===== src/hdl/rpi_pkg.sv =====
// ----------------------------------------------------------------------------
// rpi_pkg
// Shared types, codes and defaults of the ray / polygon intersection block.
// ----------------------------------------------------------------------------
package rpi_pkg;

    localparam int MAX_VERTICES_DEF = 16;

    // configuration register indexes
    localparam logic [2:0] CFG_NORMAL_X = 3'd0;
    localparam logic [2:0] CFG_NORMAL_Y = 3'd1;
    localparam logic [2:0] CFG_NORMAL_Z = 3'd2;
    localparam logic [2:0] CFG_AXIS     = 3'd3;
    localparam logic [2:0] CFG_VCOUNT   = 3'd4;
    localparam logic [2:0] CFG_EPS      = 3'd5;

    localparam logic [1:0] AXIS_X = 2'd0;
    localparam logic [1:0] AXIS_Y = 2'd1;

    localparam logic [0:0] FUNC_LOAD = 1'b0;
    localparam logic [0:0] FUNC_TEST = 1'b1;

    // datapath operations
    localparam logic [3:0] OP_NONE   = 4'd0;
    localparam logic [3:0] OP_LOAD   = 4'd1;
    localparam logic [3:0] OP_CAPT   = 4'd2;
    localparam logic [3:0] OP_DEN    = 4'd3;
    localparam logic [3:0] OP_NUM    = 4'd4;
    localparam logic [3:0] OP_DIVT   = 4'd5;
    localparam logic [3:0] OP_DIVE   = 4'd6;
    localparam logic [3:0] OP_DSTEP  = 4'd7;
    localparam logic [3:0] OP_TFIN   = 4'd8;
    localparam logic [3:0] OP_PX     = 4'd9;
    localparam logic [3:0] OP_PY     = 4'd10;
    localparam logic [3:0] OP_ESHIFT = 4'd11;
    localparam logic [3:0] OP_TOG    = 4'd12;
    localparam logic [3:0] OP_XC     = 4'd13;
    localparam logic [3:0] OP_RES    = 4'd14;
    localparam logic [3:0] OP_ZERO   = 4'd15;

    // multiplier operand pairs
    localparam logic [3:0] SEL_NXDX = 4'd0;
    localparam logic [3:0] SEL_NYDY = 4'd1;
    localparam logic [3:0] SEL_NZDZ = 4'd2;
    localparam logic [3:0] SEL_NXOX = 4'd3;
    localparam logic [3:0] SEL_NYOY = 4'd4;
    localparam logic [3:0] SEL_NZOZ = 4'd5;
    localparam logic [3:0] SEL_DA_T = 4'd6;
    localparam logic [3:0] SEL_DB_T = 4'd7;
    localparam logic [3:0] SEL_EDGE = 4'd8;

    // accumulator actions
    localparam logic [1:0] ACC_NONE = 2'd0;
    localparam logic [1:0] ACC_LOAD = 2'd1;
    localparam logic [1:0] ACC_ADD  = 2'd2;

    typedef struct packed {
        logic [3:0] op;
        logic       mul_en;
        logic [3:0] sel;
        logic [1:0] acc;
        logic       rd_en;
    } t_cmd;

    typedef struct packed {
        logic par;
        logic rng;
        logic skip;
        logic right;
        logic horiz;
    } t_sts;

endpackage


===== src/hdl/rpi_ctrl.sv =====
// ----------------------------------------------------------------------------
// rpi_ctrl
// Sequencer: issues vertex loads and steps the datapath through plane cut,
// t division, projection and the edge crossing pass.
// ----------------------------------------------------------------------------
module rpi_ctrl #(
    parameter int AW = 4,
    parameter int CW = 5
) (
    input  logic           i_clk,
    input  logic           i_rst_n,
    input  logic           start,
    input  logic           i_func,
    input  rpi_pkg::t_sts  i_sts,
    input  logic [CW-1:0]  i_n_edges,
    output rpi_pkg::t_cmd  o_cmd,
    output logic [AW-1:0]  o_rd_idx,
    output logic           busy
);
    import rpi_pkg::*;

    localparam int EW = CW + 1;

    localparam logic [4:0] S_IDLE   = 5'd0;
    localparam logic [4:0] S_DEN    = 5'd1;
    localparam logic [4:0] S_PAR    = 5'd2;
    localparam logic [4:0] S_NUM    = 5'd3;
    localparam logic [4:0] S_DIVI   = 5'd4;
    localparam logic [4:0] S_DIV    = 5'd5;
    localparam logic [4:0] S_TFIN   = 5'd6;
    localparam logic [4:0] S_RNG    = 5'd7;
    localparam logic [4:0] S_PROJ   = 5'd8;
    localparam logic [4:0] S_EFIRST = 5'd9;
    localparam logic [4:0] S_ECLS   = 5'd10;
    localparam logic [4:0] S_EDIV   = 5'd11;
    localparam logic [4:0] S_EMUL   = 5'd12;
    localparam logic [4:0] S_EXC    = 5'd13;
    localparam logic [4:0] S_ENEXT  = 5'd14;
    localparam logic [4:0] S_DONE   = 5'd15;
    localparam logic [4:0] S_MISS   = 5'd16;

    logic [4:0]    r_state, n_state;
    logic [4:0]    r_cnt, n_cnt;
    logic [AW-1:0] r_eidx, n_eidx;
    logic [EW-1:0] nxt2;
    logic          last_edge;

    assign busy      = (r_state != S_IDLE);
    assign nxt2      = EW'(r_eidx) + EW'(2);
    assign last_edge = ((EW'(r_eidx) + EW'(1)) == EW'(i_n_edges));

    always_ff @(posedge i_clk) begin
        if (!i_rst_n) begin
            r_state <= S_IDLE;
            r_cnt   <= '0;
            r_eidx  <= '0;
        end else begin
            r_state <= n_state;
            r_cnt   <= n_cnt;
            r_eidx  <= n_eidx;
        end
    end

    always_comb begin
        n_state  = r_state;
        n_cnt    = r_cnt;
        n_eidx   = r_eidx;
        o_cmd    = '{op: OP_NONE, mul_en: 1'b0, sel: SEL_NXDX, acc: ACC_NONE, rd_en: 1'b0};
        o_rd_idx = '0;
        case (r_state)
            S_IDLE: begin
                if (start) begin
                    if (i_func == FUNC_TEST) begin
                        o_cmd.op    = OP_CAPT;
                        o_cmd.rd_en = 1'b1;
                        n_state     = S_DEN;
                        n_cnt       = '0;
                    end else begin
                        o_cmd.op = OP_LOAD;
                    end
                end
            end
            S_DEN, S_NUM: begin
                o_cmd.mul_en = (r_cnt < 5'd3);
                o_cmd.sel    = ((r_state == S_DEN) ? SEL_NXDX : SEL_NXOX) + r_cnt[3:0];
                if (r_cnt == 5'd1) begin
                    o_cmd.acc = ACC_LOAD;
                end else if (r_cnt == 5'd2 || r_cnt == 5'd3) begin
                    o_cmd.acc = ACC_ADD;
                end
                n_cnt = r_cnt + 5'd1;
                if (r_cnt == 5'd4) begin
                    o_cmd.op = (r_state == S_DEN) ? OP_DEN : OP_NUM;
                    n_state  = (r_state == S_DEN) ? S_PAR : S_DIVI;
                    n_cnt    = '0;
                end
            end
            S_PAR: begin
                n_state = i_sts.par ? S_MISS : S_NUM;
            end
            S_DIVI: begin
                o_cmd.op = OP_DIVT;
                n_state  = S_DIV;
                n_cnt    = '0;
            end
            S_DIV, S_EDIV: begin
                o_cmd.op = OP_DSTEP;
                n_cnt    = r_cnt + 5'd1;
                if (r_cnt == 5'd31) begin
                    n_state = (r_state == S_DIV) ? S_TFIN : S_EMUL;
                end
            end
            S_TFIN: begin
                o_cmd.op = OP_TFIN;
                n_state  = S_RNG;
            end
            S_RNG: begin
                n_state = i_sts.rng ? S_MISS : S_PROJ;
                n_cnt   = '0;
            end
            S_PROJ: begin
                n_cnt = r_cnt + 5'd1;
                if (r_cnt == 5'd0) begin
                    o_cmd.mul_en = 1'b1;
                    o_cmd.sel    = SEL_DA_T;
                end else if (r_cnt == 5'd1) begin
                    o_cmd.mul_en = 1'b1;
                    o_cmd.sel    = SEL_DB_T;
                    o_cmd.op     = OP_PX;
                end else begin
                    o_cmd.op    = OP_PY;
                    o_cmd.rd_en = 1'b1;
                    n_state     = S_EFIRST;
                end
            end
            S_EFIRST: begin
                o_cmd.op = OP_ESHIFT;
                n_eidx   = '0;
                if (i_n_edges == '0) begin
                    n_state = S_DONE;
                end else begin
                    o_cmd.rd_en = 1'b1;
                    o_rd_idx    = (EW'(1) < EW'(i_n_edges)) ? AW'(1) : '0;
                    n_state     = S_ECLS;
                end
            end
            S_ECLS: begin
                if (i_sts.skip || i_sts.horiz) begin
                    n_state = S_ENEXT;
                end else if (i_sts.right) begin
                    o_cmd.op = OP_TOG;
                    n_state  = S_ENEXT;
                end else begin
                    o_cmd.op = OP_DIVE;
                    n_state  = S_EDIV;
                    n_cnt    = '0;
                end
                if (i_sts.right && !i_sts.skip) begin
                    o_cmd.op = OP_TOG;
                    n_state  = S_ENEXT;
                end
            end
            S_EMUL: begin
                o_cmd.mul_en = 1'b1;
                o_cmd.sel    = SEL_EDGE;
                n_state      = S_EXC;
            end
            S_EXC: begin
                o_cmd.op = OP_XC;
                n_state  = S_ENEXT;
            end
            S_ENEXT: begin
                o_cmd.op = OP_ESHIFT;
                if (last_edge) begin
                    n_state = S_DONE;
                end else begin
                    n_eidx      = r_eidx + AW'(1);
                    o_cmd.rd_en = 1'b1;
                    o_rd_idx    = (nxt2 < EW'(i_n_edges)) ? AW'(nxt2) : '0;
                    n_state     = S_ECLS;
                end
            end
            S_DONE: begin
                o_cmd.op = OP_RES;
                n_state  = S_IDLE;
            end
            S_MISS: begin
                o_cmd.op = OP_ZERO;
                n_state  = S_IDLE;
            end
            default: begin
                n_state = S_IDLE;
            end
        endcase
    end

endmodule


===== config.mk =====
export PLATFORM = sky130hd
export DESIGN_NAME = rpi_ctrl
export DESIGN_NICKNAME = d
export VERILOG_FILES = /design/src/hdl/rpi_pkg.sv /design/src/hdl/rpi_ctrl.sv
export SDC_FILE = /design/constraint.sdc
export NUM_CORES = 1
export LEC_CHECK = 0
export ABC_AREA = 1
export BUFFER_PORTS_ARGS = -buffer_cell sky130_fd_sc_hd__buf_4
export CORE_MARGIN = 4
export CORE_UTILIZATION = 55
export CTS_CLUSTER_SIZE = 20
export DETAILED_ROUTE_END_ITERATION = 6
export HOLD_SLACK_MARGIN = 0.15
export PLACE_DENSITY = 0.76
export SLEW_MARGIN = 20
export SYNTH_ARGS = -nofsm -noshare
export SYNTH_HDL_FRONTEND = slang
export SYNTH_SLANG_ARGS = --single-unit

===== constraint.sdc =====
create_clock -name i_clk -period 2.4 [get_ports i_clk]
set_input_delay 0.36 -clock i_clk [delete_from_list [all_inputs] [get_ports i_clk]]
set_output_delay 0.36 -clock i_clk [all_outputs]
set_load 0.05 [all_outputs]

=== After elaboration in Yosys (flattened, before gate mapping) ===
Cells that the tools add are included.

* Add/subtract/negate cells: 5
* Eq/ne operators: 31
* Muxes and demuxes: 53
* Order comparisons: 3
* Reduce and logical (&&, ||, !) cells: 18

{| class="wikitable"
|+ Operator list
! operator !! count
|-
| 5-bit two-way mux || 16
|-
| 5-bit case mux with 13 select lines || 1
|-
| 4-bit case mux with 11 select lines || 1
|-
| 5-bit by 4-bit equality test with 1-bit output, second input constant || 8
|-
| 4-bit two-way mux || 9
|-
| 5-bit by 3-bit equality test with 1-bit output, second input constant || 5
|-
| 5-bit case mux with 5 select lines || 1
|-
| 3-bit two-way mux || 7
|-
| 5-bit by 2-bit equality test with 1-bit output, second input constant || 4
|-
| 2-bit != test, second input constant || 9
|-
| 4-bit case mux with 2 select lines || 2
|-
| 5-bit logical NOT || 3
|-
| 5-bit case mux with 3 select lines || 1
|-
| 2-bit two-way mux || 6
|-
| 5-bit by 1-bit equality test with 1-bit output, second input constant || 2
|-
| 5-bit equality test, second input constant || 2
|-
| 5-bit nonzero test || 2
|-
| 1-bit two-way mux || 8
|-
| 2-bit OR reduction || 4
|-
| 6-bit AND reduction || 1
|-
| 4-bit by 1-bit adder with 5-bit output, second input constant || 1
|-
| 4-bit by 2-bit adder with 5-bit output, second input constant || 1
|-
| 5-bit by 1-bit adder with 5-bit output, second input constant || 1
|-
| 5-bit equality test || 1
|-
| 13 further kinds || 14
|}

* Output and inout port bits: 17
* Logic and storage cells: 113
* Bits in registers: 14

=== Logic depth before layout (Yosys ltp) ===
Gate-level depths: netlist of run 1.

* Depth in word-level cells: 5
* Mapped depth: 12
* Gate-level depth less buffers: 12

=== Worst setup path after synthesis of run 1 ===
Ideal clock, no wire load.

* Path type: flip-flop to output port
* From: register r_state[4]
* To: output port o_cmd[4] (netlist name)
* Path slack: -642 ps
* Data arrival time: 2682 ps
* Cell stages (with the launch flop): 11
* Path through: dfxtp_1 inv_2 nand2_2 nor2_2 inv_1 nor2_1 inv_1 ha_1 inv_1 fa_1 o21ai_0

{| class="wikitable"
|+ RTL lines
! element !! line !! text
|-
| start, declared || rpi_ctrl.sv:42 || <nowiki>logic [4:0] r_state, n_state;</nowiki>
|-
| start signal, assigned || rpi_ctrl.sv:58 || <nowiki>r_state <= n_state;</nowiki>
|-
| end, declared || rpi_ctrl.sv:16 || <nowiki>output rpi_pkg::t_cmd o_cmd,</nowiki>
|}

=== Worst setup path after layout of run 1 ===
* From: register r_eidx[3]
* To: output port o_rd_idx[3]

* Word-level cells in the longest chain between the ends: 5

{| class="wikitable"
|+ Ends and longest elaborated chain
! element !! line !! text
|-
| start, declared || rpi_ctrl.sv:44 || <nowiki>logic [AW-1:0] r_eidx, n_eidx;</nowiki>
|-
| start signal, assigned || rpi_ctrl.sv:60 || <nowiki>r_eidx <= n_eidx;</nowiki>
|-
| 4-bit by 2-bit adder with 5-bit output || rpi_ctrl.sv:49 || <nowiki>assign nxt2 = EW'(r_eidx) + EW'(2);</nowiki>
|-
| 5-bit less-than comparator || rpi_ctrl.sv:179 || <nowiki>o_rd_idx = (nxt2 < EW'(i_n_edges)) ? AW'(nxt2) : '0;</nowiki>
|-
| 4-bit two-way mux || rpi_ctrl.sv:179 ||
|-
| 4-bit two-way mux (*) || rpi_ctrl.sv:174 || <nowiki>if (last_edge) begin</nowiki>
|-
| 4-bit case mux with 2 select lines (*) || rpi_ctrl.sv:70 || <nowiki>case (r_state)</nowiki>
|-
| end, declared || rpi_ctrl.sv:17 || <nowiki>output logic [AW-1:0] o_rd_idx,</nowiki>
|}

Every way passes the cells marked *; elsewhere a longest branch is shown, timed or not.

==> flow_metrics.tcl, run 1 <==
set metrics [dict create \
    total_power_w 0.00138 \
    synth_area_per_cell_um2 5.83 \
    synthFlopType "dfxtp_1" \
    reg2reg_from "r_state[3]" \
    synthMuxAreaShare_pct 0 \
    p_int_w 0.000664 \
    io_pins 31 \
    reg2reg_to "r_cnt[3]" \
    crit_fanout 5 \
    fin_skew_ns 0.00259 \
    p_per_area_mw_per_mm2 612 \
    ant_nets 0 \
    peakVddDrop_v 0.000525 \
    synth-edff-count 0 \
    synth_top_family_by_area "simple AND/OR/NAND/NOR gates" \
    violations "setup timing" \
    num_rows 19 \
    drive_gt1_share_pct 32.9 \
    critPathLaunchType "flip-flop" \
    dp_worst_setup_slack_ns 0.0981 \
    finalHoldViolations 0 \
    num_vias 2019 \
    wirelength_mm 5.13 \
    setup_viol 3 \
    clock_sinks 14 \
    synth.cell_area_mm2 0.00166 \
    antenna_found_initial 0 \
    htreeDepth 1 \
    synth_fa_ha_area_share_pct 11.7 \
    p_switching_w 0.000712 \
    port_buffers 30 \
    ys_types 30 \
    finalWorstSetupSlack_ns -0.0539 \
    rsz0062_at_grt "true" \
    ys_warn_count 0 \
    coreArea_mm2 0.00283 \
    nFillCells 218 \
    fin_crit_sh_pct 102 \
    synth_compound_area_share_pct 11.7 \
    yosys.cell_count.top_type "nand2_1" \
    status "finished with violations" \
    grt_max_degree 15 \
    start_util_pct 58.8 \
    dr.first_iter.drc_count 175 \
    power.share.clock_pct 12.3 \
    drtPass1Iterations 4 \
    via_per_inst 5.53 \
    hold_path.class "input port to flip-flop" \
    drc 0 \
    ctsLongestPathBuffers 2 \
    overflow 0 \
    post_synth_inst_count 285 \
    tns_ns -0.0599 \
    min_from "i_sts[4]" \
    die_x_um 63.0 \
    maxCapViolCount 0 \
    worst_r2r_path_depth 11 \
    swShare_pct 51.7 \
    cts-root-buf "clkbuf_4" \
    grt_pass1_vias 1828 \
    syn-num-nets 314 \
    place_congestion 0.964 \
    worstMarginPinSlew_ns 0.429 \
    die_area_mm2 0.00397 \
    crit_required_ns 2.04 \
    min_period_ns 2.45 \
    p_leak_nw 1.16 \
    max_freq_mhz 408 \
    min_to "r_state[4]" \
    relSlewSlack_pct 71.4 \
    async_reset_ff_share_pct 0 \
    routedWlPerCell_um 14.1 \
    numCtsBuffers 3 \
    ys_seq_area_share_pct 16.9 \
    final_nets 364 \
    hpwl_mm 3.69 \
    synth_xor_area_share_pct 2.63 \
    fin_util_pct 79.4 \
    clk_pin_slew_worst_paths_ns 0.08 \
    crit_type "flip-flop to output port" \
    cts_tree "yes" \
    die_h_um 63.0 \
    yosysTopAreaCellShare_pct 16.9 \
    holdBufCountCts 0 \
    ys_ff_latch 14 \
    synthTopCellsByArea "dfxtp_1, nand2_1, ha_1" \
    clock_latency_ns 0.28 \
    grt.total_usage_pct 24.4 \
    endpoint_kind "output port" \
    worstPathArrival_ns 2.09 \
    seqPwrFrac_pct 20.6 \
    synth_simple_gate_area_share_pct 46.0 \
    grt_pass1_wl_mm 7.95 \
    area_growth_pct 35.1 \
    slew_viol_final 0 \
    hold_depth 3 \
    n_antenna_cell 0 \
    p_comb_share_pct 67.1 \
    synth_common_cells "nand2_1, inv_1, nor2_1" \
    yosys.area.top_type "dfxtp_1" \
    ff2ff_setup_slack_ns 0.62 \
]
==> state kept, by name, summed over array words and instances (netlist names) <==
| name | flops |
|---|---|
| r_state | 5 |
| r_cnt | 5 |
| r_eidx | 4 |
==> cell type report <==
type                       count  area [µm²]  share of cell area [%]
tap                           31        38.8                    1.73
inverter                      47         179                    7.96
multi-input combinational    222        1310                    58.3
clock buffer                   4        36.3                    1.61
timing repair buffer          47         383                    17.0
sequential                    14         300                    13.4
==> how the worst max path moves through the flow <==
stage	from	end	slack, ns
after floorplan	r_state[4]	o_cmd[4]	-0.03
after global placement	r_state[4]	o_cmd[4]	0.16
after detailed placement	r_state[4]	o_cmd[4]	0.1
after CTS	r_state[4]	o_cmd[4]	-0.02
after global routing	r_eidx[0]	o_rd_idx[3]	-0.22
final	r_eidx[3]	o_rd_idx[3]	-0.05
==> routing by layer <==
layer,part of all wire [%],global-route usage (%)
met1,41,30.0
met2,48,42.0
met5,0,0
met4,4.2,11.0
met3,6.4,3.06
==> power by group through the flow <==
stage / sequential, W / clock (W) / combinational, W
floorplan: 0.000287 / 0 / 0.000584
global placement: 0.000283 / 0 / 0.000817
global route: 0.000287 / 0.000186 / 0.00100
detailed placement: 0.000283 / 0 / 0.000824
CTS: 0.000277 / 0.000172 / 0.000874
finish: 0.000283 / 0.000169 / 0.000924
==> critical path, cell delays in order, from the launching register on <==
cell and delay (ns):
dfxtp_4 0.38, inv_1 0.07, nor3_2 0.22, ha_1 0.30, a21oi_2 0.16, o221ai_2 0.10
nor2_1 0.12, inv_2 0.09, nor3_2 0.18, buf_6 0.20
==> cell families after synthesis <==
group / after synthesis
adders and majority gates: 15
and+or+nand+nor: 167
buffers and inverters: 49
AOI/OAI and AO/OA: 35
xor gates and xnor gates: 5
DFF: 14
==> stage by stage <==
step	area (µm²)	hold slack, ns	std cells
after floorplan	1680	0.457	285
after global placement	1990	0.472	351
after detailed placement	1990	0.483	351
after CTS	2110	0.345	359
after global routing	2250	0.357	365
final	2250	0.350	365
==> placed cells by master, fill, tap and decap left out, drive strengths merged <==
master   n
nor2    49
a21oi   20
inv     47
ha      14
o221ai   1
nor3b    1
xnor2    2
nand4   10
nand3   17
or2      1
o211ai   1
nand2   79
fa       1
o21ai    9
nor3     7
o2111a   1
nand3b   3
a21o     2
xor2     3
clkbuf   4
a31oi    1
dfxtp   14
buf     47
==> what timing repair did <==
item,in CTS,in global routing
gates cloned,0,0
buffers inserted,4,6
endpoints found under the setup margin,7,11
pin swaps,5,8
gates resized for setup,21,28
No activity file was read; power rests on OpenSTA's default activity.
==> inputs of run 2 (changes only) <==
--- a/config.mk
+++ b/config.mk
@@ -8,11 +8,12 @@
 export ABC_AREA = 1
 export BUFFER_PORTS_ARGS = -buffer_cell sky130_fd_sc_hd__buf_4
 export CORE_MARGIN = 4
-export CORE_UTILIZATION = 55
+export CORE_UTILIZATION = 45
 export CTS_CLUSTER_SIZE = 20
 export DETAILED_ROUTE_END_ITERATION = 6
 export HOLD_SLACK_MARGIN = 0.15
-export PLACE_DENSITY = 0.76
+export PLACE_DENSITY = 0.64
+export SETUP_SLACK_MARGIN = 0.3
 export SLEW_MARGIN = 20
 export SYNTH_ARGS = -nofsm -noshare
 export SYNTH_HDL_FRONTEND = slang
==> run 2 against run 1 <==
  * The flow now finishes without violations
  * Sequential cell count unchanged
  * Combinational power up 13%
  * Global-route usage down 2.1 points
  * Register-to-register slack about the same
  * Maximum frequency up 4.6%
  * Critical path depth up 2
  * Clock skew up 0.0023 ns
  * Critical path type unchanged
  * Via count about the same
==> flow_metrics.tcl, run 2 (same netlist as run 1, synthesis figures left out) <==
set metrics [dict create \
    p_int_w 0.000784 \
    min_period_ns 2.35 \
    min_to "r_state[4]" \
    swShare_pct 50.2 \
    numCtsBuffers 3 \
    area_growth_pct 57.9 \
    setup_viol 0 \
    hpwl_mm 4.00 \
    reg_top3 "r_cnt x5, r_state x5, r_eidx x4" \
    grt.total_usage_pct 22.3 \
    cp.buffers_inverters 5 \
    slew_viol_final 0 \
    clock_sinks 14 \
    coreArea_mm2 0.00344 \
    worstMarginPinSlew_ns 0.440 \
    final_nets 371 \
    slowest_delay_ns 0.44 \
    peakVddDrop_v 0.000285 \
    die_h_um 68.8 \
    total_power_w 0.00158 \
    mostFrequentLayoutCell "nand2_1" \
    finalHoldViolations 0 \
    drc 0 \
    n_antenna_cell 0 \
    hold_path.class "input port to flip-flop" \
    routedWlPerCell_um 13.6 \
    io_pins 31 \
    num_vias 2021 \
    status "finished, final reports clean" \
    dr.first_iter.drc_count 127 \
    min_from "i_sts[3]" \
    clock_latency_ns 0.25 \
    critPathLaunchType "flip-flop" \
    grt_pass1_wl_mm 8.04 \
    htreeDepth 1 \
    layout_common_cells "nand2_1, buf_4, inv_1" \
    cts_tree "yes" \
    num_rows 21 \
    p_comb_share_pct 66.1 \
    p_switching_w 0.000792 \
    cts-root-buf "clkbuf_8" \
    crit_type "flip-flop to output port" \
    ant_nets 0 \
    crit_required_ns 2.04 \
    cpLargestDelayFamily "adder cells" \
    antenna_found_initial 0 \
    endpoint_kind "output port" \
    die_x_um 68.8 \
    p_leak_nw 1.26 \
    worst_r2r_path_depth 11 \
    port_buffers 30 \
    rsz0062_at_grt "true" \
    seqPwrFrac_pct 18.9 \
    via_per_inst 5.22 \
    start_util_pct 48.3 \
    worstPathArrival_ns 1.99 \
    overflow 0 \
    drtPass1Iterations 4 \
    ff2ff_setup_slack_ns 0.63 \
    clk_pin_slew_worst_paths_ns 0.06 \
    maxCapViolCount 0 \
    crit_path_start "r_state[4]" \
    place_inst 365 \
    fin_crit_sh_pct 97.8 \
    p_per_area_mw_per_mm2 601 \
    crit_fanout 3 \
    drive_gt1_share_pct 45.7 \
    grt_max_degree 15 \
    die_area_mm2 0.00473 \
    ctsLongestPathBuffers 2 \
    wirelength_mm 5.25 \
    nFillCells 274 \
    relSlewSlack_pct 70.7 \
    reg2reg_from "r_state[4]" \
    grt_pass1_vias 1805 \
    finalWorstSetupSlack_ns 0.0534 \
    fin_util_pct 76.3 \
    cp_slowest_cell "fa_2" \
    reg2reg_to "r_cnt[3]" \
    place_congestion 0.925 \
    fin_skew_ns 0.00487 \
    hold_depth 3 \
    cpMostUsedCell "inv_2" \
    instances_no_fill 387 \
    power.share.clock_pct 14.9 \
    max_freq_mhz 426 \
    dp_worst_setup_slack_ns 0.137 \
    cp_cell_sequence "inv_6 > nand2_4 > nor2_4 > inv_2 > nor2_4 > inv_2 > ha_4 > inv_2 > fa_2 > o21ai_4 > buf_6" \
]
## run 2: tightest hold or removal path, delay by kind of cell
family | cells | cell delay [ns]
buffers and inverters | 1 | 0.12
AOI/OAI and AO/OA | 1 | 0.06
and+or+nand+nor | 1 | 0.07
## run 2: worst max-delay path by stage
| stage | to | cells past startpoint |
|---|---|---|
| 3_3_place_gp | o_cmd[6] | 12 |
| 5_1_grt | o_cmd[4] | 11 |
| 3_5_place_dp | o_cmd[6] | 12 |
| 4_1_cts | o_rd_idx[3] | 10 |
| 6_report | o_cmd[4] | 11 |
| 2_1_floorplan | o_rd_idx[3] | 9 |
## run 2: cell type report
type	instances	area [µm²]	share of cell area [%]
flip-flops and latches	14	314	12.0
clock buffers	4	55.1	2.10
inverters	47	184	7.01
well taps	46	57.6	2.19
multi-input cells	222	1550	58.9
repair buffers	54	469	17.9
## run 2: what timing repair did
action	4_1_cts	5_1_grt
setup endpoints to repair	14	13
setup buffers	12	6
gates cloned	0	0
pin swaps	16	21
resized for setup	27	60
hold buffers	0	0
## run 2: through the flow
step / TNS (ns) / hold slack, ns / cell area (µm²)
after floorplan: 0 / 0.457 / 1810
after CTS: 0 / 0.393 / 2370
final: 0 / 0.398 / 2630
after global placement: 0 / 0.473 / 2130
after detailed placement: 0 / 0.484 / 2130
after global routing: -0.0203 / 0.409 / 2630
## run 2: per-layer routing
layer	GRT usage, %	wire length (µm)	up-vias
met3	2.27	209	10
met4	6.33	83	0
met5	0	0	-
li1	-	-	1028
met2	40.2	2630	51
met1	27.9	2320	932
## run 2: power by group through the flow
stage               Sequential [W]  Combinational, W  Clock (W)
detailed placement        0.000295          0.000879          0
global placement          0.000295          0.000880          0
global route              0.000301           0.00113   0.000247
floorplan                 0.000293          0.000656          0
CTS                       0.000294          0.000933   0.000239
finish                    0.000299           0.00104   0.000236
==> inputs of run 3 (changes only) <==
--- a/config.mk
+++ b/config.mk
@@ -8,11 +8,11 @@
 export ABC_AREA = 1
 export BUFFER_PORTS_ARGS = -buffer_cell sky130_fd_sc_hd__buf_4
 export CORE_MARGIN = 4
-export CORE_UTILIZATION = 45
+export CORE_UTILIZATION = 56
 export CTS_CLUSTER_SIZE = 20
 export DETAILED_ROUTE_END_ITERATION = 6
 export HOLD_SLACK_MARGIN = 0.15
-export PLACE_DENSITY = 0.64
+export PLACE_DENSITY = 0.77
 export SETUP_SLACK_MARGIN = 0.3
 export SLEW_MARGIN = 20
 export SYNTH_ARGS = -nofsm -noshare
==> run 3 against run 2 <==
  * Largest power group unchanged
  * Core utilization is 18 points higher
  * Register-to-register slack got worse by 0.34 ns
  * Via count rose by 35%
  * Global-route usage grew 6.4 points
  * The flow now finishes with violations (setup timing)
  * Design area is 0.86% higher
  * Maximum frequency is 9.2% lower
  * Clock-buffer cell count stayed put
==> flow_metrics.tcl, run 3 (same netlist as run 1, synthesis figures left out) <==
set metrics [dict create \
    start_util_pct 59.3 \
    die_area_mm2 0.00391 \
    grt_pass1_wl_mm 9.14 \
    p_leak_nw 1.29 \
    min_period_ns 2.58 \
    setup_viol 7 \
    clock_latency_ns 0.30 \
    critPathLaunchType "flip-flop" \
    fin_skew_ns 0.0165 \
    grt.total_usage_pct 28.7 \
    port_buffers 30 \
    slew_viol_final 0 \
    rsz0062_at_grt "true" \
    instances_no_fill 381 \
    routedWlPerCell_um 23.3 \
    relSlewSlack_pct 66.2 \
    drc 0 \
    final_nets 380 \
    cts_tree "yes" \
    violations "setup timing" \
    n_antenna_cell 0 \
    antenna_found_initial 1 \
    met3_length_mm 1.21 \
    ctsLongestPathBuffers 2 \
    hpwl_mm 4.02 \
    max_freq_mhz 387 \
    maxCapViolCount 0 \
    mostFrequentLayoutCell "nand2_1" \
    clk_pin_slew_worst_paths_ns 0.11 \
    htreeDepth 1 \
    wirelength_mm 8.86 \
    worstMarginPinSlew_ns 0.506 \
    reg_top3 "r_cnt x5, r_state x5, r_eidx x4" \
    num_rows 19 \
    peakVddDrop_v 0.000522 \
    crit_type "flip-flop to output port" \
    layout_common_cells "nand2_1, buf_4, nor2_1" \
    place_inst 348 \
    grt_max_degree 15 \
    crit_required_ns 2.04 \
    overflow 0 \
    worstPathArrival_ns 2.22 \
    highest_layer "met4" \
    drive_gt1_share_pct 49.1 \
    fin_crit_sh_pct 108 \
    p_per_area_mw_per_mm2 644 \
    holdBufCountCts 0 \
    clock_sinks 14 \
    status "finished with violations" \
    dr.first_iter.drc_count 604 \
    num_vias 2732 \
    via_per_inst 7.17 \
    numCtsBuffers 3 \
    die_x_um 62.5 \
    cts-root-buf "clkbuf_4" \
    die_h_um 62.5 \
    hold_path.class "input port to flip-flop" \
    endpoint_kind "output port" \
    io_pins 31 \
    coreArea_mm2 0.00281 \
    finalWorstSetupSlack_ns -0.184 \
    ant_nets 0 \
    area_growth_pct 59.2 \
    tns_ns -0.846 \
    finalHoldViolations 0 \
    place_congestion 0.964 \
    drt-met1-wl_mm 2.87 \
    grt_pass1_vias 2070 \
    met2_length_mm 3.77 \
    crit_fanout 5 \
    drtPass1Iterations 7 \
]
## run 3: cell count changes in the layout (fill, tap and decap cells not counted), sizes merged
| cell | previous run | this run |
|---|---|---|
| buf | 54 | 63 |
| inv | 47 | 46 |
| clkinv | 0 | 1 |
## run 3: layout make-up
class | instances | area [µm²]
Clock buffer | 4 | 26.3
Fill cell | 87 | 158
Inverter | 47 | 186
Multi-Input combinational cell | 222 | 1530
Sequential cell | 14 | 318
Tap cell | 31 | 38.8
Timing Repair Buffer | 63 | 548
## run 3: critical path: stages, from the launching register on
cell and delay, ns:
dfxtp_4 0.40, ha_4 0.19, nand3_1 0.11, nand2_1 0.16, inv_1 0.10, nor2_1 0.14, nor2_2 0.07, nand2_2 0.11
nand2_2 0.08, nor2_1 0.15, inv_2 0.11, o21ai_4 0.14, buf_6 0.17
## run 3: metal layers
layer	vias up	GRT usage, %
li1	1043	-
met1	1191	33.4
met2	356	49.8
met3	142	5.40
met4	0	14.3
met5	-	0
## run 3: metrics by stage
step                instance area, µm²  util, %  worst slack [ns]  hold WS, ns  total power (W)
detailed placement                2100     74.8             0.112        0.483          0.00118
CTS                               2360     84.3           -0.0362        0.341          0.00144
floorplan                         1810        -             0.193        0.457         0.000948
global placement                  2100     74.8             0.169        0.473          0.00116
global route                      2650     94.4            -0.247        0.344          0.00176
finish                            2650     94.4            -0.184        0.334          0.00170
## run 3: worst paths after layout
path,from,to,slack (ns),depth (start not counted)
worst max-delay path,r_eidx[1],o_rd_idx[0],-0.18,12
worst min-delay path,i_sts[4],r_state[4],0.33,3
worst max register to register,r_cnt[0],r_state[1],0.29,11
worst min register to register,r_eidx[1],r_eidx[1],0.59,2
## run 3: report_power, final
group	switching (W)	internal [W]	total, W
clock network	0.0000973	0.0000648	0.000162
registers	0.0000374	0.000253	0.000291
logic	0.000821	0.000431	0.00125
## run 3: repair_timing
action                     4_1_cts  5_1_grt
resized for setup               45       54
setup buffers                   12       17
pin swaps                       21       30
setup endpoints to repair       14       16
